===== src/rtl/core/nps_pkg.sv =====
// types, constants and register codes of the nearest point search unit
// depends on nothing
package nps_pkg;

	localparam int MAX_POINTS_DEF  = 64;
	localparam int COORD_BITS_DEF  = 12;
	localparam int QCOORD_BITS     = 12;
	localparam int FRAC_BITS       = 16;
	localparam int SIZE_BITS       = 13;
	localparam int ID_BITS         = 8;
	localparam int COUNT_BITS      = 7;
	localparam int LIMIT_BITS      = 24;
	localparam int DIST_OUT_BITS   = 25;
	localparam int INDEX_BITS      = 6;
	localparam int PCOORD_BITS     = 12;
	localparam int APB_ADDR_BITS   = 4;
	localparam int APB_DATA_BITS   = 32;
	localparam int MAP_MAX         = 4096;
	localparam int SEARCH_CEILING  = 10000000;

	localparam logic [SIZE_BITS-1:0]  MAP_WIDTH_RST      = 13'd1024;
	localparam logic [SIZE_BITS-1:0]  MAP_HEIGHT_RST     = 13'd1024;
	localparam logic [COUNT_BITS-1:0] POINT_COUNT_RST    = 7'd0;
	localparam logic [LIMIT_BITS-1:0] DISTANCE_LIMIT_RST = 24'd1600;

	localparam logic REQ_STORE = 1'b0;
	localparam logic REQ_QUERY = 1'b1;

	typedef enum logic [1:0] {
		REG_MAP_WIDTH,
		REG_MAP_HEIGHT,
		REG_POINT_COUNT,
		REG_DISTANCE_LIMIT
	} cfg_reg_t;

	typedef enum logic [2:0] {
		ST_IDLE,
		ST_SCALE_X,
		ST_SCALE_Y,
		ST_SEARCH,
		ST_DRAIN,
		ST_FINISH
	} state_t;

	// control that travels with one table entry through the distance pipeline
	typedef struct packed {
		logic valid;
		logic last;
	} pipe_ctl_t;

endpackage


===== src/rtl/core/nps_ram.sv =====
// generic simple dual port ram, one write and one registered read port
// depends on nothing
module nps_ram #(
	parameter int WIDTH = 32,
	parameter int DEPTH = 64,
	localparam int AW = (DEPTH > 1) ? $clog2(DEPTH) : 1
) (
	input  logic                 clk,
	input  logic                 we,
	input  logic [AW-1:0]        waddr,
	input  logic [WIDTH-1:0]     wdata,
	input  logic                 re,
	input  logic [AW-1:0]        raddr,
	output logic [WIDTH-1:0]     rdata
);

	logic [WIDTH-1:0] mem_q [DEPTH];
	logic [WIDTH-1:0] rdata_q;

	always_ff @(posedge clk) begin
		if (we) begin
			mem_q[waddr] <= wdata;
		end
		if (re) begin
			rdata_q <= mem_q[raddr];
		end
	end

	assign rdata = rdata_q;

endmodule


===== src/rtl/core/nps_dist_unit.sv =====
// squared distance pipeline: absolute differences, squares, sum
// depends on nps_pkg
module nps_dist_unit #(
	parameter int COORD_BITS = nps_pkg::COORD_BITS_DEF,
	localparam int DW  = (COORD_BITS > nps_pkg::QCOORD_BITS) ? COORD_BITS
		: nps_pkg::QCOORD_BITS,
	localparam int DSW = 2 * DW + 1
) (
	input  logic                            clk,
	input  logic                            arst_n,
	input  nps_pkg::pipe_ctl_t              ctl_in,
	input  logic [nps_pkg::QCOORD_BITS-1:0] qx,
	input  logic [nps_pkg::QCOORD_BITS-1:0] qy,
	input  logic [COORD_BITS-1:0]           px,
	input  logic [COORD_BITS-1:0]           py,
	input  logic [nps_pkg::ID_BITS-1:0]     id_in,
	output nps_pkg::pipe_ctl_t              ctl_out,
	output logic [DSW-1:0]                  sum_out,
	output logic [nps_pkg::ID_BITS-1:0]     id_out
);

	logic [DW-1:0] ax, bx, ay, by, dx, dy;
	logic [DW-1:0] dx_s2, dy_s2;
	logic [2*DW-1:0] sqx_s3, sqy_s3;
	logic [nps_pkg::ID_BITS-1:0] id_s2, id_s3;
	nps_pkg::pipe_ctl_t ctl_s2, ctl_s3;

	always_comb begin
		ax = DW'(qx);
		bx = DW'(px);
		ay = DW'(qy);
		by = DW'(py);
		dx = (ax >= bx) ? (ax - bx) : (bx - ax);
		dy = (ay >= by) ? (ay - by) : (by - ay);
	end

	always_ff @(posedge clk or negedge arst_n) begin
		if (!arst_n) begin
			ctl_s2 <= '0;
			ctl_s3 <= '0;
		end else begin
			ctl_s2 <= ctl_in;
			ctl_s3 <= ctl_s2;
		end
	end

	always_ff @(posedge clk) begin
		dx_s2  <= dx;
		dy_s2  <= dy;
		id_s2  <= id_in;
		sqx_s3 <= (2*DW)'(dx_s2) * (2*DW)'(dx_s2);
		sqy_s3 <= (2*DW)'(dy_s2) * (2*DW)'(dy_s2);
		id_s3  <= id_s2;
	end

	assign sum_out = DSW'(sqx_s3) + DSW'(sqy_s3);
	assign ctl_out = ctl_s3;
	assign id_out  = id_s3;

endmodule


===== src/rtl/core/nearest_point_search_unit.sv =====
// top level of the nearest point search unit
// depends on nps_pkg, nps_ram and nps_dist_unit
//
// Keeps a table of up to MAX_POINTS points (pixel x, pixel y, 8-bit id) in one
// ram and answers nearest point queries over its first point_count entries
// (capped at MAX_POINTS). A store transaction (req_type 0) writes one entry
// and gives no result; slots at or beyond MAX_POINTS are dropped. A query
// transaction (req_type 1) scales its Q0.16 position by the map size with
// truncation (map size saturates at 4096), then streams the entries through a
// single squared distance pipeline at one entry per cycle and keeps the first
// least distance. The result reports found only when that distance is strictly
// below both distance_limit and 10000000; nearest_id is zero on a miss and
// nearest_distance_sq is zero when no entry is searched. A query scales x then
// y on one shared multiplier, reads the entries on the ram read port, passes
// the read data through the distance pipeline to the running minimum and then
// loads the result; the input is stalled meanwhile, and an output register
// holds a finished result while the next transaction comes in.
// The user must write registers over the apb port only while the unit is
// idle, which the unit does not enforce; entries must be stored before a
// query searches them.
module nearest_point_search_unit #(
	parameter int MAX_POINTS = nps_pkg::MAX_POINTS_DEF,
	parameter int COORD_BITS = nps_pkg::COORD_BITS_DEF
) (
	input  logic                                clk,
	input  logic                                arst_n,
	// input channel
	input  logic                                in_valid,
	output logic                                in_stall,
	input  logic                                req_type,
	input  logic [nps_pkg::INDEX_BITS-1:0]      entry_index,
	input  logic [nps_pkg::PCOORD_BITS-1:0]     point_x,
	input  logic [nps_pkg::PCOORD_BITS-1:0]     point_y,
	input  logic [nps_pkg::ID_BITS-1:0]         point_id,
	input  logic [nps_pkg::FRAC_BITS-1:0]       query_x,
	input  logic [nps_pkg::FRAC_BITS-1:0]       query_y,
	// output channel
	output logic                                out_valid,
	input  logic                                out_stall,
	output logic                                found,
	output logic [nps_pkg::ID_BITS-1:0]         nearest_id,
	output logic [nps_pkg::DIST_OUT_BITS-1:0]   nearest_distance_sq,
	// configuration port
	input  logic                                psel,
	input  logic                                penable,
	input  logic                                pwrite,
	input  logic [nps_pkg::APB_ADDR_BITS-1:0]   paddr,
	input  logic [nps_pkg::APB_DATA_BITS-1:0]   pwdata,
	output logic [nps_pkg::APB_DATA_BITS-1:0]   prdata,
	output logic                                pready
);

	localparam int AW   = (MAX_POINTS > 1) ? $clog2(MAX_POINTS) : 1;
	localparam int CW   = $clog2(MAX_POINTS + 1);
	localparam int NW   = (CW > nps_pkg::COUNT_BITS) ? CW : nps_pkg::COUNT_BITS;
	localparam int DW   = (COORD_BITS > nps_pkg::QCOORD_BITS) ? COORD_BITS
		: nps_pkg::QCOORD_BITS;
	localparam int DSW  = 2 * DW + 1;
	localparam int RW   = 2 * COORD_BITS + nps_pkg::ID_BITS;
	localparam int PW   = nps_pkg::FRAC_BITS + nps_pkg::SIZE_BITS;
	localparam int QC   = nps_pkg::QCOORD_BITS;
	localparam int FB   = nps_pkg::FRAC_BITS;

	// configuration registers
	logic [nps_pkg::SIZE_BITS-1:0]  map_width_q, map_height_q;
	logic [nps_pkg::COUNT_BITS-1:0] point_count_q;
	logic [nps_pkg::LIMIT_BITS-1:0] distance_limit_q;

	logic cfg_we;
	nps_pkg::cfg_reg_t cfg_sel;

	assign pready  = 1'b1;
	assign cfg_sel = nps_pkg::cfg_reg_t'(paddr[3:2]);
	assign cfg_we  = psel && penable && pwrite && pready;

	always_ff @(posedge clk or negedge arst_n) begin
		if (!arst_n) begin
			map_width_q      <= nps_pkg::MAP_WIDTH_RST;
			map_height_q     <= nps_pkg::MAP_HEIGHT_RST;
			point_count_q    <= nps_pkg::POINT_COUNT_RST;
			distance_limit_q <= nps_pkg::DISTANCE_LIMIT_RST;
		end else if (cfg_we) begin
			unique case (cfg_sel)
				nps_pkg::REG_MAP_WIDTH: begin
					map_width_q <= pwdata[nps_pkg::SIZE_BITS-1:0];
				end
				nps_pkg::REG_MAP_HEIGHT: begin
					map_height_q <= pwdata[nps_pkg::SIZE_BITS-1:0];
				end
				nps_pkg::REG_POINT_COUNT: begin
					point_count_q <= pwdata[nps_pkg::COUNT_BITS-1:0];
				end
				nps_pkg::REG_DISTANCE_LIMIT: begin
					distance_limit_q <= pwdata[nps_pkg::LIMIT_BITS-1:0];
				end
			endcase
		end
	end

	always_comb begin
		unique case (cfg_sel)
			nps_pkg::REG_MAP_WIDTH:      prdata = nps_pkg::APB_DATA_BITS'(map_width_q);
			nps_pkg::REG_MAP_HEIGHT:     prdata = nps_pkg::APB_DATA_BITS'(map_height_q);
			nps_pkg::REG_POINT_COUNT:    prdata = nps_pkg::APB_DATA_BITS'(point_count_q);
			nps_pkg::REG_DISTANCE_LIMIT: prdata = nps_pkg::APB_DATA_BITS'(distance_limit_q);
		endcase
	end

	// sequencer
	nps_pkg::state_t state_q, state_d;
	logic accept, store_we, query_go, issue, last_issue, load_out, scale_y_sel;

	logic [FB-1:0] qfx_q, qfy_q;
	logic [QC-1:0] qx_q, qy_q;
	logic [NW-1:0] n_q, n_cap, pc_ext, addr_q;

	assign accept   = in_valid && !in_stall;
	assign store_we = accept && (req_type == nps_pkg::REQ_STORE)
		&& (32'(entry_index) < MAX_POINTS);
	assign query_go = accept && (req_type == nps_pkg::REQ_QUERY);

	// number of entries searched, capped at the table depth
	assign pc_ext     = NW'(point_count_q);
	assign n_cap      = (pc_ext > NW'(MAX_POINTS)) ? NW'(MAX_POINTS) : pc_ext;
	assign last_issue = (addr_q == (n_q - NW'(1)));

	nps_pkg::pipe_ctl_t ctl_s1, dist_ctl;
	logic [DSW-1:0] dist_sum;
	logic [nps_pkg::ID_BITS-1:0] dist_id;
	logic out_valid_q;

	always_ff @(posedge clk or negedge arst_n) begin
		if (!arst_n) begin
			state_q <= nps_pkg::ST_IDLE;
		end else begin
			state_q <= state_d;
		end
	end

	always_comb begin
		state_d     = state_q;
		in_stall    = (state_q != nps_pkg::ST_IDLE);
		issue       = 1'b0;
		load_out    = 1'b0;
		scale_y_sel = (state_q == nps_pkg::ST_SCALE_Y);
		unique case (state_q)
			nps_pkg::ST_IDLE: begin
				if (in_valid && req_type == nps_pkg::REQ_QUERY) begin
					state_d = nps_pkg::ST_SCALE_X;
				end
			end
			nps_pkg::ST_SCALE_X: begin
				state_d = nps_pkg::ST_SCALE_Y;
			end
			nps_pkg::ST_SCALE_Y: begin
				state_d = (n_q == '0) ? nps_pkg::ST_FINISH : nps_pkg::ST_SEARCH;
			end
			nps_pkg::ST_SEARCH: begin
				issue = 1'b1;
				if (last_issue) begin
					state_d = nps_pkg::ST_DRAIN;
				end
			end
			nps_pkg::ST_DRAIN: begin
				if (dist_ctl.valid && dist_ctl.last) begin
					state_d = nps_pkg::ST_FINISH;
				end
			end
			nps_pkg::ST_FINISH: begin
				// wait for the output register to free up
				if (!out_valid_q || !out_stall) begin
					load_out = 1'b1;
					state_d  = nps_pkg::ST_IDLE;
				end
			end
			default: begin
				state_d = nps_pkg::ST_IDLE;
			end
		endcase
	end

	// shared scaling multiplier, x then y
	logic [FB-1:0] scale_frac;
	logic [nps_pkg::SIZE_BITS-1:0] scale_size_raw, scale_size;
	logic [PW-1:0] scale_prod;

	always_comb begin
		scale_frac     = scale_y_sel ? qfy_q : qfx_q;
		scale_size_raw = scale_y_sel ? map_height_q : map_width_q;
		scale_size     = (scale_size_raw > nps_pkg::SIZE_BITS'(nps_pkg::MAP_MAX))
			? nps_pkg::SIZE_BITS'(nps_pkg::MAP_MAX) : scale_size_raw;
		scale_prod     = PW'(scale_frac) * PW'(scale_size);
	end

	// query context and entry address counter
	always_ff @(posedge clk) begin
		if (query_go) begin
			qfx_q <= query_x;
			qfy_q <= query_y;
			n_q   <= n_cap;
		end
		if (state_q == nps_pkg::ST_SCALE_X) begin
			qx_q <= scale_prod[FB+QC-1:FB];
		end
		if (state_q == nps_pkg::ST_SCALE_Y) begin
			qy_q <= scale_prod[FB+QC-1:FB];
		end
		if (query_go) begin
			addr_q <= '0;
		end else if (issue) begin
			addr_q <= addr_q + NW'(1);
		end
	end

	// point table
	logic [RW-1:0] ram_wdata, ram_rdata;
	logic [COORD_BITS-1:0] rd_x, rd_y;
	logic [nps_pkg::ID_BITS-1:0] rd_id;

	assign ram_wdata = {COORD_BITS'(point_x), COORD_BITS'(point_y), point_id};
	assign {rd_x, rd_y, rd_id} = ram_rdata;

	nps_ram #(
		.WIDTH (RW),
		.DEPTH (MAX_POINTS)
	) u_table (
		.clk   (clk),
		.we    (store_we),
		.waddr (AW'(entry_index)),
		.wdata (ram_wdata),
		.re    (issue),
		.raddr (addr_q[AW-1:0]),
		.rdata (ram_rdata)
	);

	// read data is valid in the cycle after issue
	always_ff @(posedge clk or negedge arst_n) begin
		if (!arst_n) begin
			ctl_s1 <= '0;
		end else begin
			ctl_s1.valid <= issue;
			ctl_s1.last  <= issue && last_issue;
		end
	end

	nps_dist_unit #(
		.COORD_BITS (COORD_BITS)
	) u_dist (
		.clk     (clk),
		.arst_n  (arst_n),
		.ctl_in  (ctl_s1),
		.qx      (qx_q),
		.qy      (qy_q),
		.px      (rd_x),
		.py      (rd_y),
		.id_in   (rd_id),
		.ctl_out (dist_ctl),
		.sum_out (dist_sum),
		.id_out  (dist_id)
	);

	// running minimum, first entry wins a tie
	logic any_q;
	logic [DSW-1:0] best_q;
	logic [nps_pkg::ID_BITS-1:0] best_id_q;

	always_ff @(posedge clk or negedge arst_n) begin
		if (!arst_n) begin
			any_q <= 1'b0;
		end else if (query_go) begin
			any_q <= 1'b0;
		end else if (dist_ctl.valid) begin
			any_q <= 1'b1;
		end
	end

	always_ff @(posedge clk) begin
		if (query_go) begin
			best_q    <= '0;
			best_id_q <= '0;
		end else if (dist_ctl.valid && (!any_q || dist_sum < best_q)) begin
			best_q    <= dist_sum;
			best_id_q <= dist_id;
		end
	end

	// result register
	logic hit;
	logic found_q;
	logic [nps_pkg::ID_BITS-1:0] nearest_id_q;
	logic [nps_pkg::DIST_OUT_BITS-1:0] dist_q;

	assign hit = any_q && (best_q < DSW'(nps_pkg::SEARCH_CEILING))
		&& (best_q < DSW'(distance_limit_q));

	always_ff @(posedge clk or negedge arst_n) begin
		if (!arst_n) begin
			out_valid_q <= 1'b0;
		end else if (load_out) begin
			out_valid_q <= 1'b1;
		end else if (!out_stall) begin
			out_valid_q <= 1'b0;
		end
	end

	always_ff @(posedge clk) begin
		if (load_out) begin
			found_q      <= hit;
			nearest_id_q <= hit ? best_id_q : '0;
			dist_q       <= best_q[nps_pkg::DIST_OUT_BITS-1:0];
		end
	end

	assign out_valid           = out_valid_q;
	assign found               = found_q;
	assign nearest_id          = nearest_id_q;
	assign nearest_distance_sq = dist_q;

endmodule


===== config.mk =====
export PLATFORM = sky130hd
export DESIGN_NAME = nearest_point_search_unit
export DESIGN_NICKNAME = d
export VERILOG_FILES = /design/src/rtl/core/nps_pkg.sv /design/src/rtl/core/nps_ram.sv /design/src/rtl/core/nps_dist_unit.sv /design/src/rtl/core/nearest_point_search_unit.sv
export SDC_FILE = /design/constraint.sdc
export NUM_CORES = 2
export LEC_CHECK = 0
export ABC_AREA = 0
export BUFFER_PORTS_ARGS = -buffer_cell sky130_fd_sc_hd__buf_2
export CAP_MARGIN = 5
export CORE_UTILIZATION = 61
export DETAILED_ROUTE_END_ITERATION = 10
export PLACE_DENSITY_LB_ADDON = 0.08
export SYNTH_ARGS = -nofsm -noshare
export SYNTH_HDL_FRONTEND = slang
export SYNTH_HIERARCHICAL = 1
export SYNTH_SLANG_ARGS = --single-unit

===== constraint.sdc =====
create_clock -name clk -period 19.86 [get_ports clk]
set_input_delay 3.972 -clock clk [delete_from_list [all_inputs] [get_ports clk]]
set_output_delay 3.972 -clock clk [all_outputs]
set_load 0.01 [all_outputs]

## Word level (Yosys, flattened, before mapping)

Memory sizes are Yosys's and may differ from the RTL's. A register that Yosys moved wholly into a read port is not among the register bits.
Cells that the tools add are included.

- Memories: 1
- Register bits: 293
- Output and inout bits: 69
- Bits in writable memories: 2048

- Add/sub/neg operators: 7
- Eq/ne operators: 14
- Mux-type cells: 21
- Bitwise logic cells: 1
- Reductions and logical operators: 27
- Multipliers: 3
- Magnitude comparators: 7

Memories:

| memory | words | bits a word | read ports | clocked after Yosys merged registers in | wr ports | RTL line | text |
|---|---|---|---|---|---|---|---|
| u_table.mem_q | 64 | 32 | 1 | 1 | 1 | nps_ram.sv:17 | `logic [WIDTH-1:0] mem_q [DEPTH];` |

Operators with widths:

| kind | number |
|---|---|
| $pmux 32 s4 | 1 |
| $mul 12x12->24 | 2 |
| $sub 12x12->12 | 4 |
| $mul 16x13->28 | 1 |
| $mux 13 | 2 |
| $add 24x24->25 | 1 |
| $lt 25x24->1 | 1 |
| $lt 25x24->1 const B | 1 |
| $lt 25x25->1 | 1 |
| $ge 12x12->1 | 2 |
| $mux 12 | 2 |
| $pmux 3 s6 | 1 |
| $mux 16 | 1 |
| $mux 3 | 5 |
| $gt 13x13->1 const B | 1 |
| $logic_and 1x1->1 | 11 |
| $mux 1 | 9 |
| $ne 2x2->1 const B | 4 |
| $reduce_and 2->1 | 4 |
| $add 7x1->7 const B | 1 |
| $eq 7x7->1 | 1 |
| $gt 7x7->1 const B | 1 |
| $logic_not 7->1 | 1 |
| $sub 7x1->7 const B | 1 |
| other kinds (14) | 21 |

## Depth between registers and ports, before layout

- Depth after elaboration: 6
- Mapped depth: 28
- Mapped depth without buffers: 24

## By module

The synthesis kept the hierarchy.

By module, submodules not included:

| module | times used | area an instance (µm²) | cells an instance |
|---|---|---|---|
| nps_ram | 1 | 78835.6 | 3324 |
| nearest_point_search_unit | 1 | 15665.0 | 1587 |
| nps_dist_unit | 1 | 12811.0 | 1468 |

## Least setup slack after synthesis

OpenSTA, ideal clock, no wires.

- Path kind: in2out
- From: in paddr[3] (netlist bit)
- To: out prdata[4] (netlist bit)
- Required time: 15.888 ns
- Arrival: 5.222 ns
- Cell stages on the path: 3
- Slack: 10.666 ns
- Cell sequence: clkbuf_1 clkbuf_1 mux4_2

- Word-level cells in the longest chain between the ends: 2
- Elaborated cells between the ends (all ways): 5

RTL lines:

| item | RTL line | text |
|---|---|---|
| start: declaration | nearest_point_search_unit.sv:47 | `input logic [nps_pkg::APB_ADDR_BITS-1:0] paddr,` |
| $eq 2x2->1 (tied with other cells) | nearest_point_search_unit.sv:101 | `unique case (cfg_sel)` |
| $pmux 32 s4 (*) | nearest_point_search_unit.sv:101 |  |
| end: declaration | nearest_point_search_unit.sv:49 | `output logic [nps_pkg::APB_DATA_BITS-1:0] prdata,` |

Every way passes the cells marked *; elsewhere a longest branch is shown, timed or not. The select of a mux whose other input is x is not followed.

## Final worst setup path

- From: in paddr[2] (netlist bit)
- To: out prdata[11] (netlist bit)

The elaborated chain is that of the path after synthesis.

==> impl_metrics.csv <==
group,metric,value,unit
sta,fin_crit_sh,46.90,%
global_route,overflow,0,
synthesis,ys_ff_latch,2371,
floorplanning,start_util,61.60,%
hold_path,hp-class,"register to register",
setup_path,path_max_fanout,18,
cells_and_area,n_fill_cell,11550,
synthesis,yosysWarningCount,6,
global_route,grt_use_total,29.42,%
setup_path,critPathTopFamily,"buffers and inverters",
sta,rsz0062_at_grt,"false",
synthesis,synth_cells,6379,
setup_path,crit_path_end_kind,"output pin",
clock_tree,cts_tree,"yes",
clock_tree,clkTransAtPathRegs,0.06,ns
detailed_routing,routedWlPerCell,28.11,µm
clock_tree,cts.htree.levels,4,
clock_tree,post_cts_buffers,0,
outcome,status,"finished, final reports clean",
clock_tree,clockBufferDepth,3,
cells_and_area,nNetsFinal,7361,
sta,tns,0,ns
sta,final_hold_viol_count,0,
cells_and_area,layout_commonest_cell,"edfxtp_1",
setup_path,slowest_stage,"nand2_1",
hold_path,whs_path_depth,0,
setup_path,start_kind,"input pin",
global_route,grt_pass1_vias,58640,
sta,max_freq,107.4,MHz
placement,dp_hpwl,152000,µm
floorplanning,die_w,421.4,µm
sta,tightest_slew,1.274,ns
detailed_routing,drcViolationCount,0,
detailed_routing,detail-route-antenna-nets,0,
cells_and_area,final_cell_mix,"edfxtp_1, inv_1, mux4_2, nand2_1, fa_1",
sta,holdWs,0.3263,ns
cells_and_area,seq_area,0.06962,mm²
floorplanning,die_area,0.1776,mm²
clock_tree,cts-resized-gates,0,
run,drv_cap,0,
cells_and_area,drive_gt1_share,19.30,%
sta,fin_crit,9.315,ns
setup_path,crit_type,"input pin to output pin",
detailed_routing,drt_iter0_drc,6154,
sta,skew,0.07072,ns
detailed_routing,vias_per_cell,6.311,
setup_path,reg2reg_depth,23,
clock_tree,cts_buffers,225,
setup_path,worstPathCellList,"buf_2, nand2_1, o22ai_1, buf_2",
global_route,grt_max_degree,131,
placement,gp_congestion,0.8732,
global_route,antenna_found_initial,16,
clock_tree,postCtsHoldBufs,0,
cells_and_area,fin_util,68.19,%
sta,final_max_slew_viol_count,0,
synthesis,synth_area,0.1073,mm²
synthesis,syn_avg_cell_area,16.82,µm²
clock_tree,cts.sinks,2371,
synthesis,ys_types,93,
detailed_routing,num_vias,57770,
setup_path,worstPathRequired,15.89,ns
synthesis,synthFlopType,"edfxtp_1",
sta,slew_headroom,15.05,%
sta,setup_violations,0,
synthesis,synth-edff-count,2177,
cells_and_area,multi_input_area,0.03477,mm²
floorplanning,rows,153,
setup_path,path_common_cell,"buf_2",
setup_path,crit_arrival,5.34,ns
clock_tree,clock_latency,0.88,ns
detailed_routing,dr.pass1.iters,8,
placement,portBuffers,163,
synthesis,synth_async_sr_flop_share,2.868,%
detailed_routing,wl,257300,µm
floorplanning,die_h,421.4,µm
floorplanning,core_area,0.1742,mm²
floorplanning,ioPinCount,183,
setup_path,max_stage_delay,0.49,ns
setup_path,crit_buf_inv,2,
global_route,grt_pass1_wl,380100,µm
cells_and_area,area_delta_synth_final,10.69,%
clock_tree,cts_root_buffer,"clkbuf_16",
synthesis,ys_seq_area_share,64.86,%
setup_path,path_depth,4,
state kept, by name (all words and copies together) (netlist names), 12 cells and up:
signal,count
qfy_q,16
qy_q,12
map_width_q,13
qfx_q,16
u_table/rdata,32
distance_limit_q,24
u_dist/sqy_s3,23
u_dist/sqx_s3,23
u_table/mem_q,2048
best_q,25
nearest_distance_sq,25
qx_q,12
map_height_q,13
u_dist/dy_s2,12
u_dist/dx_s2,12
path summary, 6_finish.rpt:
check                                        start                               end  slack [ns]
min reg2reg                u_dist/id_s2[2]$_DFF_P_          u_dist/id_out[2]$_DFF_P_        0.33
min in group asynchronous                   arst_n  distance_limit_q[11]$_DFFE_PN0P_        3.35
max                                       paddr[2]                        prdata[11]       10.55
max reg2reg                 state_q[2]$_DFFE_PN0P_                qx_q[11]$_DFFE_PP_       10.58
max in group asynchronous                   arst_n                 any_q$_DFFE_PN0P_       15.96
min                        u_dist/id_s2[2]$_DFF_P_          u_dist/id_out[2]$_DFF_P_        0.33
cells by family after synthesis:
family	synth area share, %
AOI/OAI and AO/OA	3.732
xor gates and xnor gates	0.8815
and+or+nand+nor	4.638
buffers and inverters	3.244
adders and majority gates	9.349
muxes	13.29
DFF	64.86
other	0.006998
worst register-to-register path: cells and delay by family, from the launching register on:
| family | cells | cell delay (ns) |
|---|---|---|
| adders and majority gates | 6 | 3.02 |
| and+or+nand+nor | 5 | 2.38 |
| buffers and inverters | 5 | 1.47 |
| AOI/OAI and AO/OA | 6 | 1.46 |
| DFF | 1 | 0.54 |
| xor gates and xnor gates | 1 | 0.14 |
per-layer routing:
layer  share of wire [%]  vias up  wire length, µm  global-route usage [%]
met4                 3.7        2             9539                   10.31
met2                  48     2613           123900                   47.27
met1                  39    30070           101200                   41.34
li1                    -    24630                -                       -
met5              0.0027        -                7                       0
met3                 8.8      449            22620                   4.894
synthesized netlist by cell type (all sizes together), types with 107 or more instances:
library cell	n	area (µm²)
edfxtp	2177	65370
ha	301	3766
and2	107	670.7
mux4	551	12410
inv	574	2155
nor2	327	1227
nand2	315	1182
a21oi	200	1005
buf	134	762.0
o21ai	122	614.3
fa	313	6266
dfxtp	126	2522
mux2i	144	1445
clkbuf	149	559.3
through the flow:
step / instances / setup WS (ns) / instance area, µm²
2_1_floorplan: 6386 / 10.67 / 107300
3_3_place_gp: 8731 / 10.60 / 111400
5_1_grt: 9152 / 9.987 / 118800
4_1_cts: 9149 / 10.49 / 118800
6_report: 9154 / 10.55 / 118800
3_5_place_dp: 8731 / 10.52 / 111400
cell type report:
class	count	share of cell area (%)
flip-flops and latches	2371	58.61
inverters	575	1.818
clock buffers	285	5.079
repair buffers	303	1.614
diodes	5	0.01053
well taps	2325	2.449
multi-input cells	3157	29.28
clock inverters	133	1.144
Power is not shown: default switching activity piles up to over one toggle a cycle in this logic, so the estimate is an artifact.
